### config.mk
export PLATFORM = sky130hd
export DESIGN_NAME = smmd_cell
export DESIGN_NICKNAME = d
export VERILOG_FILES = /design/src/sv/smmd_pkg.sv /design/src/sv/smmd_cell.sv
export SDC_FILE = /design/constraint.sdc
export NUM_CORES = 1
export LEC_CHECK = 0
export ABC_AREA = 1
export BUFFER_PORTS_ARGS = -buffer_cell sky130_fd_sc_hd__buf_4
export CORE_AREA = 2 2 327 167
export CTS_BUF_LIST = sky130_fd_sc_hd__clkbuf_8
export DETAILED_ROUTE_END_ITERATION = 12
export DIE_AREA = 0 0 329 169
export RECOVER_POWER = 25
export SLEW_MARGIN = 20
export SYNTH_ARGS = -nofsm -noshare
export SYNTH_HDL_FRONTEND = slang
export SYNTH_SLANG_ARGS = --single-unit
### constraint.sdc
create_clock -name clk -period 7.3 [get_ports clk]
set_input_delay 0.365 -clock clk [delete_from_list [all_inputs] [get_ports clk]]
set_output_delay 0.365 -clock clk [all_outputs]
set_load 0.005 [all_outputs]
### src/sv/smmd_pkg.sv
// ----------------------------------------------------------------------------
// smmd_pkg: shared types and constants of the memory map decoder
// Request and response layouts, command codes, region entry and chain token.
// ----------------------------------------------------------------------------
package smmd_pkg;

	localparam int unsigned MAX_REGIONS_DEF = 8;
	localparam int unsigned CFG_IDX_W       = 4;

	// request types
	localparam logic [1:0] REQ_DECODE = 2'd0;
	localparam logic [1:0] REQ_APPEND = 2'd1;
	localparam logic [1:0] REQ_CLEAR  = 2'd2;

	// access kinds
	localparam logic [1:0] KIND_READ  = 2'd0;
	localparam logic [1:0] KIND_WRITE = 2'd1;
	localparam logic [1:0] KIND_FETCH = 2'd2;

	// access sizes
	localparam logic [2:0] FETCH_BYTES = 3'd2;
	localparam logic [2:0] SIZE_MIN    = 3'd1;
	localparam logic [2:0] SIZE_MAX    = 3'd4;
	localparam logic [2:0] SIZE_HALF   = 3'd2;

	// system control space
	localparam logic [31:0] SCS_LO = 32'hE000_E000;
	localparam logic [31:0] SCS_HI = 32'hE001_0000;

	// configuration register indexes
	localparam logic [CFG_IDX_W-1:0] CFG_FLASH_SEC_BASE  = 4'd0;
	localparam logic [CFG_IDX_W-1:0] CFG_FLASH_SEC_LEN   = 4'd1;
	localparam logic [CFG_IDX_W-1:0] CFG_FLASH_NSEC_BASE = 4'd2;
	localparam logic [CFG_IDX_W-1:0] CFG_FLASH_NSEC_LEN  = 4'd3;
	localparam logic [CFG_IDX_W-1:0] CFG_RAM_SEC_BASE    = 4'd4;
	localparam logic [CFG_IDX_W-1:0] CFG_RAM_SEC_LEN     = 4'd5;
	localparam logic [CFG_IDX_W-1:0] CFG_RAM_NSEC_BASE   = 4'd6;
	localparam logic [CFG_IDX_W-1:0] CFG_RAM_NSEC_LEN    = 4'd7;

	typedef enum logic [1:0] {
		TGT_FLASH,
		TGT_RAM,
		TGT_MMIO,
		TGT_FAULT
	} tgt_t;

	typedef enum logic [1:0] {
		ST_IDLE,
		ST_PRE,
		ST_RUN,
		ST_FIN
	} st_t;

	typedef struct packed {
		logic [1:0]  req_type;
		logic [1:0]  access_kind;
		logic [31:0] addr;
		logic [2:0]  access_bytes;
		logic [31:0] region_sec_base;
		logic [31:0] region_nsec_base;
		logic [31:0] region_len;
	} req_t;

	typedef struct packed {
		logic [1:0]  target;
		logic [31:0] byte_offset;
		logic        flash_nsec_hit;
		logic        in_scs;
	} rsp_t;

	// one RAM region; only the low 32 bits of its running offset reach the result
	typedef struct packed {
		logic [31:0] sec_base;
		logic [31:0] nsec_base;
		logic [31:0] len;
		logic [31:0] off;
	} region_t;

	// lookup token walking down the region chain
	typedef struct packed {
		logic        live;
		logic        hit;
		logic [31:0] off;
	} tok_t;

	// a >= base and a - base + sz <= len, at 33 bits
	function automatic logic in_window(input logic [31:0] a, input logic [2:0] sz,
			input logic [31:0] base, input logic [31:0] len);
		logic [32:0] span;
		span = {1'b0, a - base} + {30'd0, sz};
		return (a >= base) && (span <= {1'b0, len});
	endfunction

endpackage

### src/sv/smmd_cell.sv
// ----------------------------------------------------------------------------
// smmd_cell: one RAM region slot of the lookup chain
// Holds a region entry and matches the passing token against both aliases.
// ----------------------------------------------------------------------------
module smmd_cell (
	input  logic             clk,
	input  logic             arst_n,
	input  logic             wr,
	input  smmd_pkg::region_t wr_region,
	input  logic             used,
	input  logic [31:0]      addr,
	input  logic [2:0]       sz,
	input  smmd_pkg::tok_t   tok_in,
	output smmd_pkg::tok_t   tok_out
);
	import smmd_pkg::*;

	region_t     region_q;
	tok_t        tok_q;
	tok_t        tok_nxt;
	logic        sec_hit;
	logic        nsec_hit;
	logic [31:0] delta;

	always_ff @(posedge clk) begin
		if (wr) begin
			region_q <= wr_region;
		end
	end

	always_comb begin
		sec_hit  = used && in_window(addr, sz, region_q.sec_base, region_q.len);
		nsec_hit = used && in_window(addr, sz, region_q.nsec_base, region_q.len);
		delta    = sec_hit ? (addr - region_q.sec_base) : (addr - region_q.nsec_base);
		tok_nxt  = tok_in;
		// first region that matches wins; later cells only pass it on
		if (!tok_in.hit && (sec_hit || nsec_hit)) begin
			tok_nxt.hit = 1'b1;
			tok_nxt.off = region_q.off + delta;
		end
	end

	always_ff @(posedge clk or negedge arst_n) begin
		if (!arst_n) begin
			tok_q <= '0;
		end else begin
			tok_q <= tok_nxt;
		end
	end

	assign tok_out = tok_q;

endmodule

### Word level (Yosys, flattened, before mapping)

Cells that the tools add are included.

* flip-flop bits (word level): 162
* word-level logic and storage cells: 25
* input bits: 201
* output and inout bits: 34

* reductions and logical operators: 7
* muxes and demuxes: 2
* magnitude comparators: 4
* add/subtract/negate cells: 5

Operators by type and width (count)
* $add A32 B3 Y33: 2
* $le A33 B32 Y1: 2
* $ge A32 B32 Y1: 2
* $sub A32 B32 Y32: 2
* $mux W33: 1
* $add A32 B32 Y32: 1
* $mux W32: 1
* $logic_and A1 B1 Y1: 5
* $logic_not A1 Y1: 1
* $logic_or A1 B1 Y1: 1

### Longest topological paths before layout

* depth in word-level cells: 8
* gate-level depth with buffers: 52
* depth with buffers taken out: 51

### Worst setup path after synthesis

OpenSTA, ideal clock, no wires.

* path type: input to register
* start point: in addr[0]
* end point: reg tok_q, in the netlist tok_out[22]
* path slack: 0.762 ns
* cell stages on the path: 42
* setup time: 0.122 ns
* required time: 7.178 ns
* path buffers: 1
* arrival time: 6.416 ns
* path through: inv_1 -> ha_1 -> fa_1 -> fa_1 -> o21ai_0 -> nand3_1 -> nor2_1 -> nand3_1 -> nor3_2 -> inv_1 -> nor2_1 -> inv_1 -> nor4_1 -> nand2_1 -> nor2_1 -> xor2_1 -> inv_1 -> ha_1 -> [6 not listed] -> nand2_1 -> nand2_1 -> nand2_1 -> nand3_4 -> clkbuf_1 -> o21ai_0 -> ha_1 -> fa_1 -> nand3_1 -> nand3_1 -> a21oi_1 -> o21ai_0 -> a21oi_1 -> o21ai_0 -> a31oi_1 -> o21bai_1 -> xnor2_1 -> o21ai_2

RTL lines
* start, declared: line smmd_cell.sv:11 `input logic [31:0] addr,`
* end signal, assigned: line smmd_cell.sv:47 `tok_q <= tok_nxt;`
* end, declared: line smmd_cell.sv:19 `tok_t tok_q;`

==> report_table.html <==
<table>
<tr><th>Metric</th><th>Value</th></tr>
<tr><th colspan="2">Setup path</th></tr>
<tr><td>Max stage delay on crit path</td><td>just under 0.6 ns</td></tr>
<tr><td>Buffers plus inverters on the worst setup path</td><td>11</td></tr>
<tr><td>Cell family with the largest share of critical-path delay</td><td>simple AND/OR/NAND/NOR gates</td></tr>
<tr><td>Library cell contributing the largest single delay on the critical path</td><td>sky130_fd_sc_hd__fa_2</td></tr>
<tr><td>Reg-to-reg setup timing slack</td><td>about 0.18 ns</td></tr>
<tr><td>Crit end category</td><td>flop</td></tr>
<tr><td>Classification of the worst setup path</td><td>reg2reg</td></tr>
<tr><td>Launching element type of the critical path</td><td>flop</td></tr>
<tr><td>Count of cells along the worst register-to-register path</td><td>44</td></tr>
<tr><td>Critical Path Stages</td><td>44</td></tr>
<tr><td>Worst-path fanout max</td><td>7</td></tr>
<tr><td>Startpoint of the worst register-to-register path</td><td>region_q[96]</td></tr>
<tr><td>Worst setup path endpoint</td><td>tok_out[31]</td></tr>
<tr><td>Arrival time of data at the critical path endpoint</td><td>7.57 ns</td></tr>
<tr><td>End of the worst register-to-register path</td><td>tok_out[31]</td></tr>
<tr><td>Source of the critical timing path</td><td>region_q[96]</td></tr>
<tr><td>Data required time at the worst endpoint</td><td>between 7 and 8 ns</td></tr>
<tr><th colspan="2">Route</th></tr>
<tr><td>Via count</td><td>16650</td></tr>
<tr><td>Routed wire length</td><td>~64000 um</td></tr>
<tr><td>Residual DRC</td><td>0</td></tr>
<tr><td>Routed wire per std cell</td><td>17.95 um</td></tr>
<tr><td>Initial DRT Pass Iterations</td><td>6</td></tr>
<tr><td>Via-to-Cell Ratio</td><td>between 4 and 5</td></tr>
<tr><td>DR iter-0 viols</td><td>roughly 1400</td></tr>
<tr><td>Number of routed nets with antenna violations</td><td>0</td></tr>
<tr><th colspan="2">Logic synthesis</th></tr>
<tr><td>Net Count, Synth</td><td>between 2000 and 3000</td></tr>
<tr><td>Simple-gate share of the synthesized area</td><td>0.2924</td></tr>
<tr><td>Count of cell types in the netlist</td><td>51</td></tr>
<tr><td>Mapped Area</td><td>15700 um2</td></tr>
<tr><td>Main combinational cell family by area after synthesis</td><td>simple AND/OR/NAND/NOR gates</td></tr>
<tr><td>Xor/xnor cell area share of the yosys netlist</td><td>0.05626</td></tr>
<tr><td>Post-synth EDFFs</td><td>128</td></tr>
<tr><td>Top_reg_cell synth</td><td>sky130_fd_sc_hd__edfxtp_1</td></tr>
<tr><td>Synthesis warning total</td><td>0</td></tr>
<tr><td>Fraction of registers with async set or reset after synthesis</td><td>0.2099</td></tr>
<tr><td>Arithmetic-cell share of the synthesized area counting full adders, half adders and majority gates</td><td>0.1379</td></tr>
<tr><td>Post-synthesis mux area share</td><td>0</td></tr>
<tr><td>Flip-flop and latch count after synthesis</td><td>162</td></tr>
<tr><td>Sequential element share of the synthesized area</td><td>0.2990</td></tr>
<tr><td>Syn Area/Cell</td><td>7.189 um2</td></tr>
<tr><td>Compound-cell area share of the yosys netlist</td><td>0.09922</td></tr>
<tr><td>Syn Inst Count</td><td>2184</td></tr>
<tr><th colspan="2">Die</th></tr>
<tr><td>Standard-cell rows</td><td>60</td></tr>
<tr><td>Height of the die</td><td>169 um</td></tr>
<tr><td>Area of the placeable core</td><td>52930 um2</td></tr>
<tr><td>Effective utilization at floorplan</td><td>0.2966</td></tr>
<tr><td>Ports</td><td>235</td></tr>
<tr><td>Die width</td><td>329 um</td></tr>
<tr><td>Area of the die</td><td>55600 um2</td></tr>
<tr><th colspan="2">GRT</th></tr>
<tr><td>Pin count of the biggest net entering global routing</td><td>67</td></tr>
<tr><td>Global-route wire length before repair</td><td>93320 um</td></tr>
<tr><td>Combined global-route utilization of all metal layers</td><td>0.2254</td></tr>
<tr><td>Vias in the first global route</td><td>15470</td></tr>
<tr><td>Number of antenna violations at the first check in global routing</td><td>1</td></tr>
<tr><td>Total congestion overflow after global routing</td><td>0</td></tr>
<tr><th colspan="2">Clocking</th></tr>
<tr><td>CTS tree</td><td>yes</td></tr>
<tr><td>Clock Tree Buf Depth</td><td>2</td></tr>
<tr><td>Deepest level of the CTS H-tree</td><td>4</td></tr>
<tr><td>Clock slew at the register clock pins of the worst setup and hold paths</td><td>0.11 ns</td></tr>
<tr><td>Cts bufs inserted</td><td>17</td></tr>
<tr><td>Worst-Skew Late Latency</td><td>between 0.5 and 0.6 ns</td></tr>
<tr><td>Sink count of the clock tree</td><td>approximately 160</td></tr>
<tr><td>Root buffer selected by CTS</td><td>sky130_fd_sc_hd__clkbuf_8</td></tr>
<tr><th colspan="2">STA</th></tr>
<tr><td>Setup-violating endpoint count in the final report</td><td>0</td></tr>
<tr><td>FMAX</td><td>140.4 MHz</td></tr>
<tr><td>Final number of hold-violating endpoints</td><td>0</td></tr>
<tr><td>Worst-margin pin slew</td><td>0.9343 ns</td></tr>
<tr><td>Max-slew violations</td><td>0</td></tr>
<tr><td>Relative max-transition margin</td><td>0.3771</td></tr>
<tr><td>Setup repair after global routing missed its margin</td><td>yes</td></tr>
<tr><td>Maximum clock skew at final layout</td><td>0.01846 ns</td></tr>
<tr><td>Final Cycle Share</td><td>0.9759</td></tr>
<tr><td>Worst hold slack across all endpoints</td><td>0.05391 ns</td></tr>
<tr><td>Time the worst path needs with I/O delays and setup</td><td>7.124 ns</td></tr>
<tr><th colspan="2">Finish</th></tr>
<tr><td>Number of nets in the finished design</td><td>3210</td></tr>
<tr><td>Core utilization of the finished layout</td><td>0.4313</td></tr>
<tr><td>Ratio of cells with drive above 1 in the final layout</td><td>0.2700</td></tr>
<tr><td>Post-route design area</td><td>22830 um2</td></tr>
<tr><td>Antenna cell count</td><td>0</td></tr>
<tr><td>Layout overhead on the synthesized area</td><td>45.39%</td></tr>
<tr><th colspan="2">Place</th></tr>
<tr><td>Post-DP HPWL</td><td>53360 um</td></tr>
<tr><td>IO Port Bufs</td><td>roughly 230</td></tr>
<tr><td>Placed cell area</td><td>20040 um2</td></tr>
<tr><td>Final Wtd Congestion</td><td>0.9645</td></tr>
<tr><th colspan="2">Pwr</th></tr>
<tr><td>Maximum resistive drop on vdd</td><td>102.8 uV</td></tr>
<tr><td>P_leak</td><td>11.64 nW</td></tr>
<tr><td>Pwr dens</td><td>211.1 nW/um2</td></tr>
<tr><th colspan="2">Status</th></tr>
<tr><td>Run status</td><td>completed</td></tr>
<tr><th colspan="2">Worst hold path</th></tr>
<tr><td>Path category of the worst min-delay check</td><td>in2reg</td></tr>
<tr><th colspan="2">Job</th></tr>
<tr><td>Maxcap violations</td><td>0</td></tr>
</table>
[per-layer routing]
metal	GRT usage	share of wire
met5	0	0
met4	0.02263	0.0042
met3	0.04395	0.072
met2	0.2881	0.36
met1	0.3809	0.56
[cell usage after synthesis (2+ instances only)]
library cell | n | area, um2
sky130_fd_sc_hd__o21ai_0 | 60 | 300.3
sky130_fd_sc_hd__nand2_2 | 49 | 306.5
sky130_fd_sc_hd__o2111ai_1 | 2 | 17.52
sky130_fd_sc_hd__a21o_1 | 7 | 52.55
sky130_fd_sc_hd__and2_1 | 4 | 25.02
sky130_fd_sc_hd__edfxtp_1 | 128 | 3844
sky130_fd_sc_hd__nor3_1 | 35 | 175.2
sky130_fd_sc_hd__nand3b_1 | 15 | 112.6
sky130_fd_sc_hd__xor2_1 | 60 | 525.5
sky130_fd_sc_hd__ha_1 | 165 | 2064
sky130_fd_sc_hd__a31oi_1 | 5 | 31.28
sky130_fd_sc_hd__clkinv_1 | 3 | 11.26
sky130_fd_sc_hd__buf_12 | 4 | 80.08
sky130_fd_sc_hd__clkbuf_1 | 2 | 7.510
sky130_fd_sc_hd__nand3_2 | 5 | 50.05
sky130_fd_sc_hd__fa_1 | 5 | 100.1
sky130_fd_sc_hd__nand3_1 | 105 | 525.5
sky130_fd_sc_hd__nor2_2 | 14 | 87.58
sky130_fd_sc_hd__xor2_2 | 8 | 130.1
sky130_fd_sc_hd__nor2_1 | 150 | 563.0
sky130_fd_sc_hd__nand4_1 | 42 | 262.8
sky130_fd_sc_hd__a21oi_2 | 3 | 26.28
sky130_fd_sc_hd__buf_2 | 2 | 10.01
sky130_fd_sc_hd__inv_2 | 17 | 63.81
sky130_fd_sc_hd__nor3_2 | 4 | 40.04
sky130_fd_sc_hd__a21oi_1 | 122 | 610.6
sky130_fd_sc_hd__o21bai_1 | 10 | 75.07
sky130_fd_sc_hd__o21ai_2 | 29 | 254.0
sky130_fd_sc_hd__nand4_4 | 2 | 42.54
sky130_fd_sc_hd__dfrtp_1 | 34 | 850.8
sky130_fd_sc_hd__nand2_1 | 584 | 2192
sky130_fd_sc_hd__o21ai_1 | 15 | 75.07
sky130_fd_sc_hd__xnor2_1 | 26 | 227.7
sky130_fd_sc_hd__nor4_1 | 16 | 100.1
sky130_fd_sc_hd__inv_1 | 425 | 1595
sky130_fd_sc_hd__buf_6 | 3 | 33.78
sky130_fd_sc_hd__nor2_4 | 4 | 45.04
sky130_fd_sc_hd__o21a_1 | 7 | 52.55
[worst min path at each step]
stage                     startpoint     endpoint  slack (ns)  cells after the start
final                     tok_in[22]  tok_out[22]        0.05                      3
after global routing      tok_in[17]  tok_out[17]      0.0004                      3
after CTS                 tok_in[18]  tok_out[18]       0.003                      3
after detailed placement      arst_n   tok_out[2]        0.37                      1
after global placement        arst_n  tok_out[33]        0.35                      1
after floorplan               arst_n   tok_out[0]        0.07                      0
[area by class of cell]
class	instances	area, um2
tap	713	892.1
sequential	162	4695
timing repair buffer	647	5338
clock inverter	14	152.6
clock buffer	18	247.7
multi-input combinational	1566	9831
inverter	445	1670
fill	5417	30100
[power breakdown]
group          leakage (nW)  internal [mW]  switching, mW
registers              1.65           1.10         0.0327
logic                  9.79           1.27           1.70
clock network         0.198          0.316          0.411
[repair_timing]
| item | in CTS | in global routing |
|---|---|---|
| setup endpoints to repair | 19 | 23 |
| hold buffers | 150 | 1 |
| resized for setup | 25 | 130 |
| cloned | 0 | 3 |
| buffers inserted | 0 | 21 |
| pin swaps | 4 | 44 |
| hold endpoints to repair | 183 | 1 |
[registers in the layout, indices dropped and copies added, names as in the netlist]
signal,flops
tok_out,34
region_q,128
[cells in the final DEF (no fill, tap or decap), types with 15 or more instances in the layout]
cell,n
sky130_fd_sc_hd__nand4_1,42
sky130_fd_sc_hd__a21oi_1,105
sky130_fd_sc_hd__nand2_2,58
sky130_fd_sc_hd__nand3b_1,15
sky130_fd_sc_hd__xor2_1,57
sky130_fd_sc_hd__nand3_1,93
sky130_fd_sc_hd__nor2_2,16
sky130_fd_sc_hd__a21oi_2,16
sky130_fd_sc_hd__inv_1,417
sky130_fd_sc_hd__o21ai_0,44
sky130_fd_sc_hd__clkbuf_8,18
sky130_fd_sc_hd__inv_2,26
sky130_fd_sc_hd__nor3_1,28
sky130_fd_sc_hd__xnor2_1,20
sky130_fd_sc_hd__buf_4,397
sky130_fd_sc_hd__ha_1,158
sky130_fd_sc_hd__nand3_2,15
sky130_fd_sc_hd__nand2_1,571
sky130_fd_sc_hd__edfxtp_1,128
sky130_fd_sc_hd__nor2_1,144
sky130_fd_sc_hd__clkbuf_4,88
sky130_fd_sc_hd__dfrtp_1,34
sky130_fd_sc_hd__dlygate4sd3_1,151
sky130_fd_sc_hd__o21ai_1,26
sky130_fd_sc_hd__o21ai_2,33
[cells by family (layout without fill, tap and decap cells)]
group / count (synthesis) / in the layout
buf+inv: 457 / 1124
xor+xnor: 94 / 94
simple gates: 1034 / 1035
fa+ha+maj: 170 / 170
compound gates: 267 / 267
flops: 162 / 162
[per-stage QoR]
stage	worst slack, ns	power [mW]	instances	setup TNS [ns]
2_1_floorplan	0.7623	2.569	2184	0
3_3_place_gp	-0.5458	3.726	3360	-6.762
3_5_place_dp	-0.5295	3.739	3360	-6.845
4_1_cts	0.01028	4.591	3542	0
5_1_grt	-0.1239	5.165	3565	-0.5502
6_report	0.1761	4.818	3565	0
[worst register-to-register path, delay by kind of cell, from the launching register on]
family / cells / cell delay [ns]
xor gates and xnor gates: 1 / 0.19
buffers and inverters: 11 / 1.32
adders and majority gates: 5 / 1.70
DFF: 1 / 0.43
AOI/OAI and AO/OA: 7 / 0.75
and+or+nand+nor: 20 / 2.66
(Power assumes the default switching activity.)
